<file path="config.mk">
export PLATFORM = sky130hd
export DESIGN_NAME = rom_init_sequence_interpreter_top
export DESIGN_NICKNAME = d
export VERILOG_FILES = /design/src/sv/risi_pkg.sv /design/src/sv/rom_init_sequence_interpreter_top.sv
export SDC_FILE = /design/constraint.sdc
export NUM_CORES = 1
export LEC_CHECK = 0
export ABC_AREA = 0
export BUFFER_PORTS_ARGS = -buffer_cell sky130_fd_sc_hd__buf_2
export CAP_MARGIN = 10
export CORE_UTILIZATION = 35
export CTS_CLUSTER_SIZE = 12
export DETAILED_ROUTE_END_ITERATION = 10
export GPL_TIMING_DRIVEN = 1
export HOLD_SLACK_MARGIN = 0.03
export PLACE_DENSITY = 0.55
export SETUP_SLACK_MARGIN = 0.3
export SLEW_MARGIN = 40
export SYNTH_ARGS = -nofsm -noshare
export SYNTH_HDL_FRONTEND = slang
export SYNTH_SLANG_ARGS = --single-unit
</file>
<file path="constraint.sdc">
create_clock -name clk -period 3.8 [get_ports clk]
set_input_delay 0.57 -clock clk [delete_from_list [all_inputs] [get_ports clk]]
set_output_delay 0.57 -clock clk [all_outputs]
set_load 0.01 [all_outputs]
</file>
<file path="src/sv/risi_pkg.sv">
package risi_pkg;

	// opcode bits
	localparam logic [7:0] OP_LAST = 8'h80;
	localparam logic [7:0] OP_REPL = 8'h40;
	localparam logic [7:0] OP_LONG = 8'h04;
	localparam logic [7:0] OP_TEST = 8'h01;
	localparam logic [7:0] OP_DEFINED = OP_LAST | OP_REPL | OP_LONG | OP_TEST;
	// a bare long opcode is taken as a long replicate
	localparam logic [7:0] OP_LONG_ONLY = OP_LONG;
	localparam logic [7:0] OP_LONG_REPL = OP_REPL | OP_LONG;

	// result kinds
	localparam logic [3:0] KIND_WRITE16      = 4'd0;
	localparam logic [3:0] KIND_WRITE32      = 4'd1;
	localparam logic [3:0] KIND_FILL_PAIRS   = 4'd2;
	localparam logic [3:0] KIND_FILL_LONGS   = 4'd3;
	localparam logic [3:0] KIND_BIT_TEST     = 4'd4;
	localparam logic [3:0] KIND_FINISHED     = 4'd5;
	localparam logic [3:0] KIND_BAD_BIT      = 4'd6;
	localparam logic [3:0] KIND_BAD_COMBO    = 4'd7;
	localparam logic [3:0] KIND_LONG_BITTEST = 4'd8;
	localparam logic [3:0] KIND_TIMEOUT      = 4'd9;

	// stream widths
	localparam int S_TDATA_W = 16;
	localparam int S_TUSER_W = 1;
	localparam int M_TDATA_W = 128;
	localparam int M_TUSER_W = 4;

	// input mode codes
	localparam logic MODE_BYTE    = 1'b0;
	localparam logic MODE_OUTCOME = 1'b1;

	typedef struct packed {
		logic [3:0]  kind;
		logic [31:0] address;
		logic [31:0] data;
		logic [15:0] second_data;
		logic [29:0] repeat_count;
		logic [7:0]  bit_index;
		logic [7:0]  expected_bit;
		logic        last_of_run;
	} result_t;

endpackage

</file>
<file path="src/sv/rom_init_sequence_interpreter_top.sv">
// a result is queued as its input beat is taken and is offered on the master side from the queue
// throughput: one input beat per cycle; an input beat makes zero, one or two result beats
// the four-entry result queue sets the rate: s_axis_tready is high while it holds two or fewer
// reset: arst_n clears the decoder to expect an opcode, empties the queue and clears the halt
// after a finished result, an error or a timeout every input beat is taken and dropped until reset
module rom_init_sequence_interpreter_top (
	input  logic                           clk,
	input  logic                           arst_n,
	input  logic                           s_axis_tvalid,
	output logic                           s_axis_tready,
	// [7:0] rom_byte, [8] test_passed, [15:9] zero
	input  logic [risi_pkg::S_TDATA_W-1:0] s_axis_tdata,
	// [0] mode
	input  logic [risi_pkg::S_TUSER_W-1:0] s_axis_tuser,
	output logic                           m_axis_tvalid,
	input  logic                           m_axis_tready,
	// [31:0] address, [63:32] data, [79:64] second_data, [109:80] repeat_count,
	// [117:110] bit_index, [125:118] expected_bit, [127:126] zero
	output logic [risi_pkg::M_TDATA_W-1:0] m_axis_tdata,
	// [3:0] kind
	output logic [risi_pkg::M_TUSER_W-1:0] m_axis_tuser,
	output logic                           m_axis_tlast
);
	import risi_pkg::*;

	// decoder phases
	localparam logic [2:0] PH_OPCODE  = 3'd0;
	localparam logic [2:0] PH_COUNT   = 3'd1;
	localparam logic [2:0] PH_DEST    = 3'd2;
	localparam logic [2:0] PH_TESTARG = 3'd3;
	localparam logic [2:0] PH_WRITE   = 3'd4;
	localparam logic [2:0] PH_FILL    = 3'd5;
	localparam logic [2:0] PH_WAIT    = 3'd6;

	localparam int QDEPTH = 4;

	// decoder state
	logic [2:0]  phase_q, phase_d;
	logic [7:0]  opcode_q, opcode_d;
	logic [2:0]  cnt_q, cnt_d;
	logic [32:0] rem_q, rem_d;
	logic [31:0] addr_q, addr_d;
	logic [31:0] va_q, va_d;
	logic [15:0] pair_q, pair_d;
	logic        halted_q, halted_d;

	// result queue
	result_t     queue_q [QDEPTH];
	logic [1:0]  wr_ptr_q, rd_ptr_q;
	logic [2:0]  count_q;

	logic        in_accept, out_pop;
	logic        in_mode, in_pass;
	logic [7:0]  in_byte;
	logic        lng;
	logic [2:0]  need_cnt, cnt_inc;
	logic [31:0] va_sh;
	logic [32:0] rem_plus, rem_dec;
	logic        emit0, finish_blk, emit_fin;
	result_t     res0, res_fin, slot0, slot1;
	logic [1:0]  n_push;

	assign in_accept = s_axis_tvalid & s_axis_tready;
	assign out_pop   = m_axis_tvalid & m_axis_tready;
	assign in_mode   = s_axis_tuser[0];
	assign in_byte   = s_axis_tdata[7:0];
	assign in_pass   = s_axis_tdata[8];

	assign lng      = (opcode_q & OP_LONG) != 8'd0;
	assign need_cnt = lng ? 3'd4 : 3'd2;
	assign cnt_inc  = cnt_q + 3'd1;
	assign va_sh    = {va_q[23:0], in_byte};
	assign rem_plus = {1'b0, rem_q[31:0]} + 33'd1;
	assign rem_dec  = (rem_q != 33'd0) ? rem_q - 33'd1 : 33'd0;

	// block decoder, one beat per cycle while s_axis_tready is high
	always_comb begin
		phase_d    = phase_q;
		opcode_d   = opcode_q;
		cnt_d      = cnt_q;
		rem_d      = rem_q;
		addr_d     = addr_q;
		va_d       = va_q;
		pair_d     = pair_q;
		halted_d   = halted_q;
		emit0      = 1'b0;
		finish_blk = 1'b0;
		res0       = '0;
		if (in_accept && !halted_q) begin
			if (phase_q == PH_WAIT) begin
				if (in_mode == MODE_OUTCOME) begin
					if (in_pass) begin
						finish_blk = 1'b1;
					end else begin
						emit0             = 1'b1;
						res0.kind         = KIND_TIMEOUT;
						res0.address      = addr_q;
						res0.bit_index    = va_q[7:0];
						res0.expected_bit = va_q[15:8];
						halted_d          = 1'b1;
					end
				end
			end else if (in_mode == MODE_BYTE) begin
				unique case (phase_q)
					PH_OPCODE: begin
						if ((in_byte & ~OP_DEFINED) != 8'd0) begin
							emit0     = 1'b1;
							res0.kind = KIND_BAD_BIT;
							res0.data = {24'd0, in_byte};
							halted_d  = 1'b1;
						end else if ((in_byte & (OP_REPL | OP_TEST)) == (OP_REPL | OP_TEST)) begin
							emit0     = 1'b1;
							res0.kind = KIND_BAD_COMBO;
							res0.data = {24'd0, in_byte};
							halted_d  = 1'b1;
						end else begin
							opcode_d = (in_byte == OP_LONG_ONLY) ? OP_LONG_REPL : in_byte;
							cnt_d    = 3'd0;
							va_d     = '0;
							phase_d  = PH_COUNT;
						end
					end
					PH_COUNT: begin
						va_d  = va_sh;
						cnt_d = cnt_inc;
						if (!lng || cnt_inc >= 3'd4) begin
							rem_d   = {1'b0, va_sh};
							cnt_d   = 3'd0;
							va_d    = '0;
							phase_d = PH_DEST;
						end
					end
					PH_DEST: begin
						va_d  = va_sh;
						cnt_d = cnt_inc;
						if (cnt_inc >= need_cnt) begin
							addr_d = va_sh;
							cnt_d  = 3'd0;
							va_d   = '0;
							if ((opcode_q & OP_TEST) != 8'd0) begin
								if (lng) begin
									emit0        = 1'b1;
									res0.kind    = KIND_LONG_BITTEST;
									res0.address = va_sh;
									halted_d     = 1'b1;
								end else begin
									phase_d = PH_TESTARG;
								end
							end else if ((opcode_q & OP_REPL) != 8'd0) begin
								phase_d = PH_FILL;
							end else if (lng && rem_q[31]) begin
								// negative long count writes nothing
								rem_d      = '0;
								finish_blk = 1'b1;
							end else begin
								rem_d   = rem_plus;
								phase_d = PH_WRITE;
							end
						end
					end
					PH_TESTARG: begin
						if (cnt_q == 3'd0) begin
							va_d  = {16'd0, in_byte, 8'd0};
							cnt_d = 3'd1;
						end else begin
							va_d              = {16'd0, va_q[15:8], in_byte};
							cnt_d             = 3'd0;
							emit0             = 1'b1;
							res0.kind         = KIND_BIT_TEST;
							res0.address      = addr_q;
							res0.bit_index    = in_byte;
							res0.expected_bit = va_q[15:8];
							phase_d           = PH_WAIT;
						end
					end
					PH_WRITE: begin
						va_d  = va_sh;
						cnt_d = cnt_inc;
						if (cnt_inc >= need_cnt) begin
							emit0        = 1'b1;
							res0.kind    = lng ? KIND_WRITE32 : KIND_WRITE16;
							res0.address = addr_q;
							res0.data    = lng ? va_sh : {16'd0, va_sh[15:0]};
							addr_d       = addr_q + {29'd0, need_cnt};
							cnt_d        = 3'd0;
							va_d         = '0;
							rem_d        = rem_dec;
							if (rem_dec == 33'd0) begin
								finish_blk = 1'b1;
							end
						end
					end
					PH_FILL: begin
						va_d  = va_sh;
						cnt_d = cnt_inc;
						if (lng) begin
							if (cnt_inc >= 3'd4) begin
								emit0        = 1'b1;
								res0.kind    = KIND_FILL_LONGS;
								res0.address = addr_q;
								res0.data    = va_sh;
								res0.repeat_count = rem_q[31] ? 30'd1
									: {1'b0, rem_q[30:2]} + 30'd1;
								finish_blk   = 1'b1;
							end
						end else if (cnt_inc == 3'd2) begin
							pair_d = va_sh[15:0];
							va_d   = '0;
						end else if (cnt_inc >= 3'd4) begin
							emit0             = 1'b1;
							res0.kind         = KIND_FILL_PAIRS;
							res0.address      = addr_q;
							res0.data         = {16'd0, pair_q};
							res0.second_data  = va_sh[15:0];
							res0.repeat_count = {23'd0, rem_q[7:1]} + 30'd1;
							finish_blk        = 1'b1;
						end
					end
					default: begin
						phase_d = PH_OPCODE;
						cnt_d   = 3'd0;
						va_d    = '0;
					end
				endcase
			end
		end
		// end of block: finish the sequence or go for the next opcode
		emit_fin = finish_blk && ((opcode_q & OP_LAST) != 8'd0);
		if (finish_blk) begin
			if (emit_fin) begin
				halted_d = 1'b1;
			end else begin
				phase_d = PH_OPCODE;
			end
			cnt_d = 3'd0;
			va_d  = '0;
		end
	end

	// pack the one or two results of this beat
	always_comb begin
		res_fin             = '0;
		res_fin.kind        = KIND_FINISHED;
		res_fin.last_of_run = 1'b1;
		slot0               = res0;
		slot0.last_of_run   = !emit_fin;
		slot1               = res_fin;
		n_push              = {1'b0, emit0} + {1'b0, emit_fin};
		if (!emit0) begin
			slot0 = res_fin;
		end
	end

	// decoder registers
	always_ff @(posedge clk or negedge arst_n) begin
		if (!arst_n) begin
			phase_q  <= PH_OPCODE;
			opcode_q <= '0;
			cnt_q    <= '0;
			rem_q    <= '0;
			addr_q   <= '0;
			va_q     <= '0;
			pair_q   <= '0;
			halted_q <= 1'b0;
		end else begin
			phase_q  <= phase_d;
			opcode_q <= opcode_d;
			cnt_q    <= cnt_d;
			rem_q    <= rem_d;
			addr_q   <= addr_d;
			va_q     <= va_d;
			pair_q   <= pair_d;
			halted_q <= halted_d;
		end
	end

	// result queue storage
	always_ff @(posedge clk) begin
		if (n_push != 2'd0) begin
			queue_q[wr_ptr_q] <= slot0;
		end
		if (n_push == 2'd2) begin
			queue_q[wr_ptr_q + 2'd1] <= slot1;
		end
	end

	// result queue pointers
	always_ff @(posedge clk or negedge arst_n) begin
		if (!arst_n) begin
			wr_ptr_q <= '0;
			rd_ptr_q <= '0;
			count_q  <= '0;
		end else begin
			wr_ptr_q <= wr_ptr_q + n_push;
			rd_ptr_q <= rd_ptr_q + {1'b0, out_pop};
			count_q  <= count_q + {1'b0, n_push} - {2'b0, out_pop};
		end
	end

	// stream ports
	assign s_axis_tready = count_q <= 3'd2;
	assign m_axis_tvalid = count_q != 3'd0;
	assign m_axis_tdata  = {2'b00,
		queue_q[rd_ptr_q].expected_bit,
		queue_q[rd_ptr_q].bit_index,
		queue_q[rd_ptr_q].repeat_count,
		queue_q[rd_ptr_q].second_data,
		queue_q[rd_ptr_q].data,
		queue_q[rd_ptr_q].address};
	assign m_axis_tuser  = queue_q[rd_ptr_q].kind;
	assign m_axis_tlast  = queue_q[rd_ptr_q].last_of_run;

	// checks
	a_queue_bound: assert property (@(posedge clk) disable iff (!arst_n)
		count_q <= 3'(QDEPTH))
		else $error("result queue overflow");

	a_halt_sticky: assert property (@(posedge clk) disable iff (!arst_n)
		halted_q |=> halted_q)
		else $error("halt released without reset");

	a_no_push_halted: assert property (@(posedge clk) disable iff (!arst_n)
		halted_q |-> n_push == 2'd0)
		else $error("result produced while halted");

	a_pair_ends_finished: assert property (@(posedge clk) disable iff (!arst_n)
		n_push == 2'd2 |-> slot1.kind == KIND_FINISHED && !slot0.last_of_run)
		else $error("second result of a beat is not the finished marker");

	a_finish_halts: assert property (@(posedge clk) disable iff (!arst_n)
		emit_fin |=> halted_q)
		else $error("finished result did not halt the decoder");

endmodule
</file>
# --- Word level (Yosys, flattened, before mapping) ---
# Memory sizes are Yosys's and may differ from the RTL's.
# Cells that the tools add are included.
totals:
  regBits: 127
  mem_bits_rw: 524
  in_bits: 21
  out_inout_bits: 135
  wordCells: 210
  memories: 1
classes:
  add_sub_neg: 12
  n_lt_le_gt_ge: 3
  n_eq_ne: 20
  n_mux: 130
  bitwise_logic: 7
  reduce_logical: 25
mem_list:
  columns: ["memory", "words", "width", "read_ports", "rd_clocked_by_memory_dff", "write_ports", "line_no", "source"]
  rows:
  - ["queue_q", 4, 131, 1, 0, 2, "rom_init_sequence_interpreter_top.sv:48", "result_t queue_q [QDEPTH];"]
ops:
  columns: ["cell", "count"]
  rows:
  - ["two-way mux 130 bit", 2]
  - ["two-way mux 24 bit", 10]
  - ["two-way mux 33 bit", 7]
  - ["two-way mux 36 bit", 6]
  - ["two-way mux 131 bit", 1]
  - ["one-hot mux 32 bit (4 select lines)", 1]
  - ["one-hot mux 24 bit (5 select lines)", 1]
  - ["two-way mux 114 bit", 1]
  - ["two-way mux 112 bit", 1]
  - ["two-way mux 16 bit", 7]
  - ["one-hot mux 33 bit (3 select lines)", 1]
  - ["two-way mux 32 bit", 3]
  - ["one-hot mux 32 bit (3 select lines)", 1]
  - ["two-way mux 30 bit", 3]
  - ["two-way mux 78 bit", 1]
  - ["two-way mux 3 bit", 25]
  - ["two-way mux 68 bit", 1]
  - ["two-way mux 66 bit", 1]
  - ["two-way mux 65 bit", 1]
  - ["one-hot mux 32 bit (2 select lines)", 1]
  - ["two-way mux 46 bit", 1]
  - ["two-way mux 1 bit", 44]
  - ["two-way mux 35 bit", 1]
  - ["adder 32 x 1 -> 33 bit, second input constant", 1]
  - ["43 further kinds", 75]

# --- Logic depth before layout (Yosys ltp) ---
depth:
  word_depth: 14
  mapped_depth: 20
  ltp_nobuf: 19

# --- Worst setup path before layout ---
# Ideal clock, no wire load.
synth_path:
  path_type: "reg2reg"
  start: "reg cnt_q[0]"
  end: "reg count_q[2]"
  setup_time_ns: 0.123
  arrival_time_ns: 4.081
  slack_ns: -0.404
  stages_incl_launch_ff: 19
  period_less_slack_ns: 4.204
  cell_sequence: "dfrtp_1 > ha_1 > xnor2_2 > inv_1 > ha_1 > a21oi_1 > o31ai_1 > o31ai_1 > a21oi_1 > inv_1 > ha_1 > inv_1 > ha_1 > inv_1 > ha_1 > inv_1 > fa_1 > xor2_1 > xnor2_1"
synth_via:
  elab_chain_cells: 13
  word_cells_on_any_way: 25
synth_lines:
  columns: ["element", "line_no", "source"]
  rows:
  - ["start: declaration", "rom_init_sequence_interpreter_top.sv:40", "logic [2:0] cnt_q, cnt_d;"]
  - ["start signal: assignment", "rom_init_sequence_interpreter_top.sv:268", "cnt_q <= cnt_d;"]
  - ["adder 3 x 1 -> 3 bit", "rom_init_sequence_interpreter_top.sv:71", "assign cnt_inc = cnt_q + 3'd1;"]
  - ["greater-or-equal comparator 3 bit", "rom_init_sequence_interpreter_top.sv:197, rom_init_sequence_interpreter_top.sv:209", null]
  - ["two-way mux 1 bit", "rom_init_sequence_interpreter_top.sv:197, rom_init_sequence_interpreter_top.sv:209", null]
  - ["two-way mux 1 bit", "rom_init_sequence_interpreter_top.sv:206", "end else if (cnt_inc == 3'd2) begin"]
  - ["two-way mux 1 bit", "rom_init_sequence_interpreter_top.sv:196", "if (lng) begin"]
  - ["one-hot mux 1 bit (3 select lines)", "rom_init_sequence_interpreter_top.sv:104", "unique case (phase_q)"]
  - ["two-way mux 1 bit", "rom_init_sequence_interpreter_top.sv:103", "end else if (in_mode == MODE_BYTE) begin"]
  - ["two-way mux 1 bit", "rom_init_sequence_interpreter_top.sv:90", "if (phase_q == PH_WAIT) begin"]
  - ["two-way mux 1 bit", "rom_init_sequence_interpreter_top.sv:89", "if (in_accept && !halted_q) begin"]
  - ["logical AND 1 bit", "rom_init_sequence_interpreter_top.sv:228", "emit_fin = finish_blk && ((opcode_q & OP_LAST) != 8'd0);"]
  - ["adder 1 x 1 -> 2 bit *", "rom_init_sequence_interpreter_top.sv:248", "n_push = {1'b0, emit0} + {1'b0, emit_fin};"]
  - ["adder 3 x 2 -> 3 bit *", "rom_init_sequence_interpreter_top.sv:296", "count_q <= count_q + {1'b0, n_push} - {2'b0, out_pop};"]
  - ["subtractor 3 x 1 -> 3 bit *", "rom_init_sequence_interpreter_top.sv:296", null]
  - ["end signal: assignment", "rom_init_sequence_interpreter_top.sv:296", null]
  - ["end: declaration", "rom_init_sequence_interpreter_top.sv:50", "logic [2:0] count_q;"]
# Mark *: on every way between the ends. The rest lies on a longest branch, timed or not.
# A chain may end at the register's enable or synchronous reset.

==> summary.md <==
| Metric | Value |
|---|---|
| Number of synthesized flops with an enable pin | 0 |
| Routed Antenna Nets | 0 |
| Routed WL | 119.1 mm |
| Critical path's slowest cell | or3_4 |
| Final HPWL DP | ~74 mm |
| GP Congestion | 0.9496 |
| Dominant cells by area after synthesis | dfxtp_1 (35%), dfrtp_1 (10%), mux4_2 (9.7%) |
| R2r setup slk | -150 ps |
| Top-count cell post-synth | nand2_1 |
| DRC violations left | 0 |
| Global route overflow | 0 |
| Final hold vios | 0 |
| YS warnings | 0 |
| Relative slew slack | 31.84% |
| Total of max-cap violations | 0 |
| GRT Resource Usage Total | 25.15% |
| Final #Nets | 3838 |
| Worst Tran Pin Value | between 1000 and 1500 ps |
| Crit path launch type | flip-flop |
| Final instance area | 0.04020 mm² |
| Via count | 28670 |
| Clock-pin slew on the worst setup and hold paths | 60 ps |
| R2r startpoint | rem_q[4]$_DFFE_PN0P_ |
| Unrepaired setup endpoints after global routing | true |
| Failing checks | negative setup slack |
| Max-slew violation count | 0 |
| Post-synthesis cell count | ~3500 |
| Sequential cell area | 0.01359 mm² |
| Multi-input logic area | between 0.015 and 0.02 mm² |
| CP delay by family, top | simple AND/OR/NAND/NOR gates |
| Worst skew pair latency | 640 ps |
| WS Path Type | reg -> reg |
| Die H | 296.5 µm |
| Root buf cell | clkbuf_16 |
| Fin crit share | 104.0% |
| Max clock buf depth | 3 |
| Core box area | 0.08555 mm² |
| Crit path DAT | approximately 4500 ps |
| Buffers on Ports | 146 |
| Critical Path Sink Type | flip-flop |
| Wire length per cell | 23.80 µm |
| Num CTS Buffers | 76 |
| DIE AREA | slightly below 0.09 mm² |
| Leakage | about 15 nW |
| Drt pass-1 iters | 6 |
| CP max stage delay | 420 ps |
| Largest net degree at the start of global routing | 67 |
| Cells on worst reg2reg path | 19 |
| Worst Path Required | 4290 ps |
| Site row count | around 110 |
| Final setup viols | 158 |
| Hold WC Path Type | in -> async |
| Ports | 156 |
| Share of synthesized registers carrying an async set or reset | about a fifth |
| Critical-path cell list | nor4_4 > nand3_2 > buf_4 > buf_4 > o21ai_0 > o211ai_1 > or3_4 > nor3_4 > buf_6 > o21a_4 > ha_4 > buf_6 > nand2_4 > buf_6 > nor2_4 > buf_12 > clkbuf_16 > buf_12 > a211oi_1 |
| Peak clock frequency supported by timing | roughly 0.25 GHz |
| DP Area | 0.03467 mm² |
| Initial antenna violation count | 2 |
| Skew final | 28.40 ps |
| Vias per Instance | 5.732 |
| Layout cells sized above 1 | 30.69% |
| Crit-path max FO | 11 |
| CP most frequent cell | buf_6 |
| Initial DRC Count | 2654 |
| Max VDD drop | between 0.0003 and 0.0004 V |
| Mapped Area | 0.03036 mm² |
| Num Clock Sinks | 647 |
| Commonest cells post-synth | nand2_1 (691), dfxtp_1 (524), a21oi_1 (402) |
| Die width | 296.5 µm |
| Sequential fraction of the synthesis area | 44.70% |
| Initial Util | 35.48% |
| H-tree levels | 3 |
| Most used DFF post-synth | dfxtp_1 |
| Total Neg Setup Slack | -12020 ps |
| Yosys top cell by area | dfxtp_1 |
| Vias in the first global route | 26430 |
| Synth top area share | 34.56% |
| Power density cells | approximately 590 mW/mm² |
| Layout area overhead | 32.43% |
| Fill cell count | 8192 |
| Minimum clock period | 3952 ps |
| Flops & latches, synth | roughly 650 |
| Distinct cells, synth | 92 |
| CP bufs+invs | 8 |
| Reg2reg end | queue_q[2][16]$_SDFFE_PP0P_ |
| Pwr Total | between 20 and 25 mW |
| CTS tree | built |
| Global-route wire length before repair | 168.0 mm |
| Worst setup margin | -151.8 ps |
| Status | finished, violations left |
| Avg Cell Area, Syn | 8.748 µm² |
kinds of logic (layout without fill, tap and decap cells):
logic type	after synthesis	count (layout)	share of synthesized area, %
and+or+nand+nor	1284	1284	18.77
AOI/OAI and AO/OA	955	955	18.80
DFF	647	647	44.70
buffers and inverters	355	739	4.695
muxes	149	149	10.38
xor gates and xnor gates	55	55	1.612
adders and majority gates	24	24	1.039
other	1	5	0.01235
cell usage in the layout (no fill, tap or decap), types with 14 or more instances in the layout:
master,count
clkbuf_1,17
and3_1,14
buf_8,14
xor2_1,23
a211oi_2,14
a21oi_1,312
buf_4,264
nor3_1,27
nor2b_1,14
buf_6,34
ha_1,17
o21ai_0,128
a22o_1,63
clkinv_2,15
nand4_1,24
nor2_1,191
clkbuf_8,16
a21oi_2,88
nand2_2,40
dfrtp_1,108
nand2_1,608
clkbuf_16,111
buf_12,67
mux2_2,17
nand2_4,44
mux4_2,131
nor4_1,15
o21ai_1,79
nand3_1,168
buf_2,145
inv_1,27
dfxtp_1,524
a22oi_1,83
a211oi_1,30
o21ai_2,37
xnor2_1,30
o22ai_1,19
worst max-delay path by stage:
stage	from	end	slack, ps	cells after the start
after floorplan	rem_q[7]$_DFFE_PN0P_	count_q[2]$_DFF_PN0_	-140	17
after global placement	rem_q[4]$_DFFE_PN0P_	queue_q[0][12]$_SDFFE_PP0P_	-240	14
after detailed placement	rem_q[4]$_DFFE_PN0P_	queue_q[0][10]$_SDFFE_PP0P_	-280	15
after CTS	rem_q[5]$_DFFE_PN0P_	count_q[2]$_DFF_PN0_	20	19
after global routing	rem_q[4]$_DFFE_PN0P_	queue_q[2][105]$_SDFFE_PP0P_	-300	19
final	rem_q[4]$_DFFE_PN0P_	queue_q[2][16]$_SDFFE_PP0P_	-150	19
flip-flops by register name, indices dropped and copies added, names as in the netlist:
name,cells
opcode_q,4
rem_q,33
wr_ptr_q,2
rd_ptr_q,2
count_q,3
halted_q,1
va_q,24
phase_q,3
pair_q,16
addr_q,32
cnt_q,3
queue_q,524
where the power goes:
part / switching, mW / internal (mW)
logic: 4.44 / 3.40
clock network: 3.10 / 4.20
registers: 1.39 / 7.35
total: 8.93 / 14.9
through the flow:
| step | hold slack, ps | worst slack [ps] | cells | utilization, % |
|---|---|---|---|---|
| 4_1_cts | 443.1 | 16.47 | 4930 | 43.92 |
| 5_1_grt | 451.6 | -300.9 | 5000 | 46.98 |
| 6_report | 446.8 | -151.8 | 5002 | 46.99 |
| 3_3_place_gp | 428.0 | -241.5 | 4769 | 40.48 |
| 3_5_place_dp | 437.0 | -278.7 | 4770 | 40.53 |
| 2_1_floorplan | 274.4 | -141.6 | 3471 | - |
final cells by class:
type / instances / share of cell area, %
Clock inverter: 29 / 0.6505
Multi-Input combinational cell: 2469 / 42.03
Inverter: 35 / 0.3330
Antenna cell: 3 / 0.01867
Timing Repair Buffer: 564 / 14.04
Clock buffer: 111 / 5.562
Tap cell: 1144 / 3.561
Sequential cell: 647 / 33.81
metal layers:
metal | share of wire, % | GRT usage, % | routed length (µm)
met3 | 7.6 | 3.796 | 9078
met4 | 3.0 | 7.606 | 3562
met1 | 43 | 35.14 | 51390
met5 | 0.016 | 0 | 19
met2 | 46 | 39.96 | 55010
what timing repair did:
action,in CTS,in global routing
endpoints found under the hold margin,43,0
setup endpoints to repair,527,529
setup buffers,18,30
gates resized for setup,43,464
gates cloned,1,39
pin swaps,22,107
hold buffers,1,0
No activity file was read; power rests on OpenSTA's default activity.
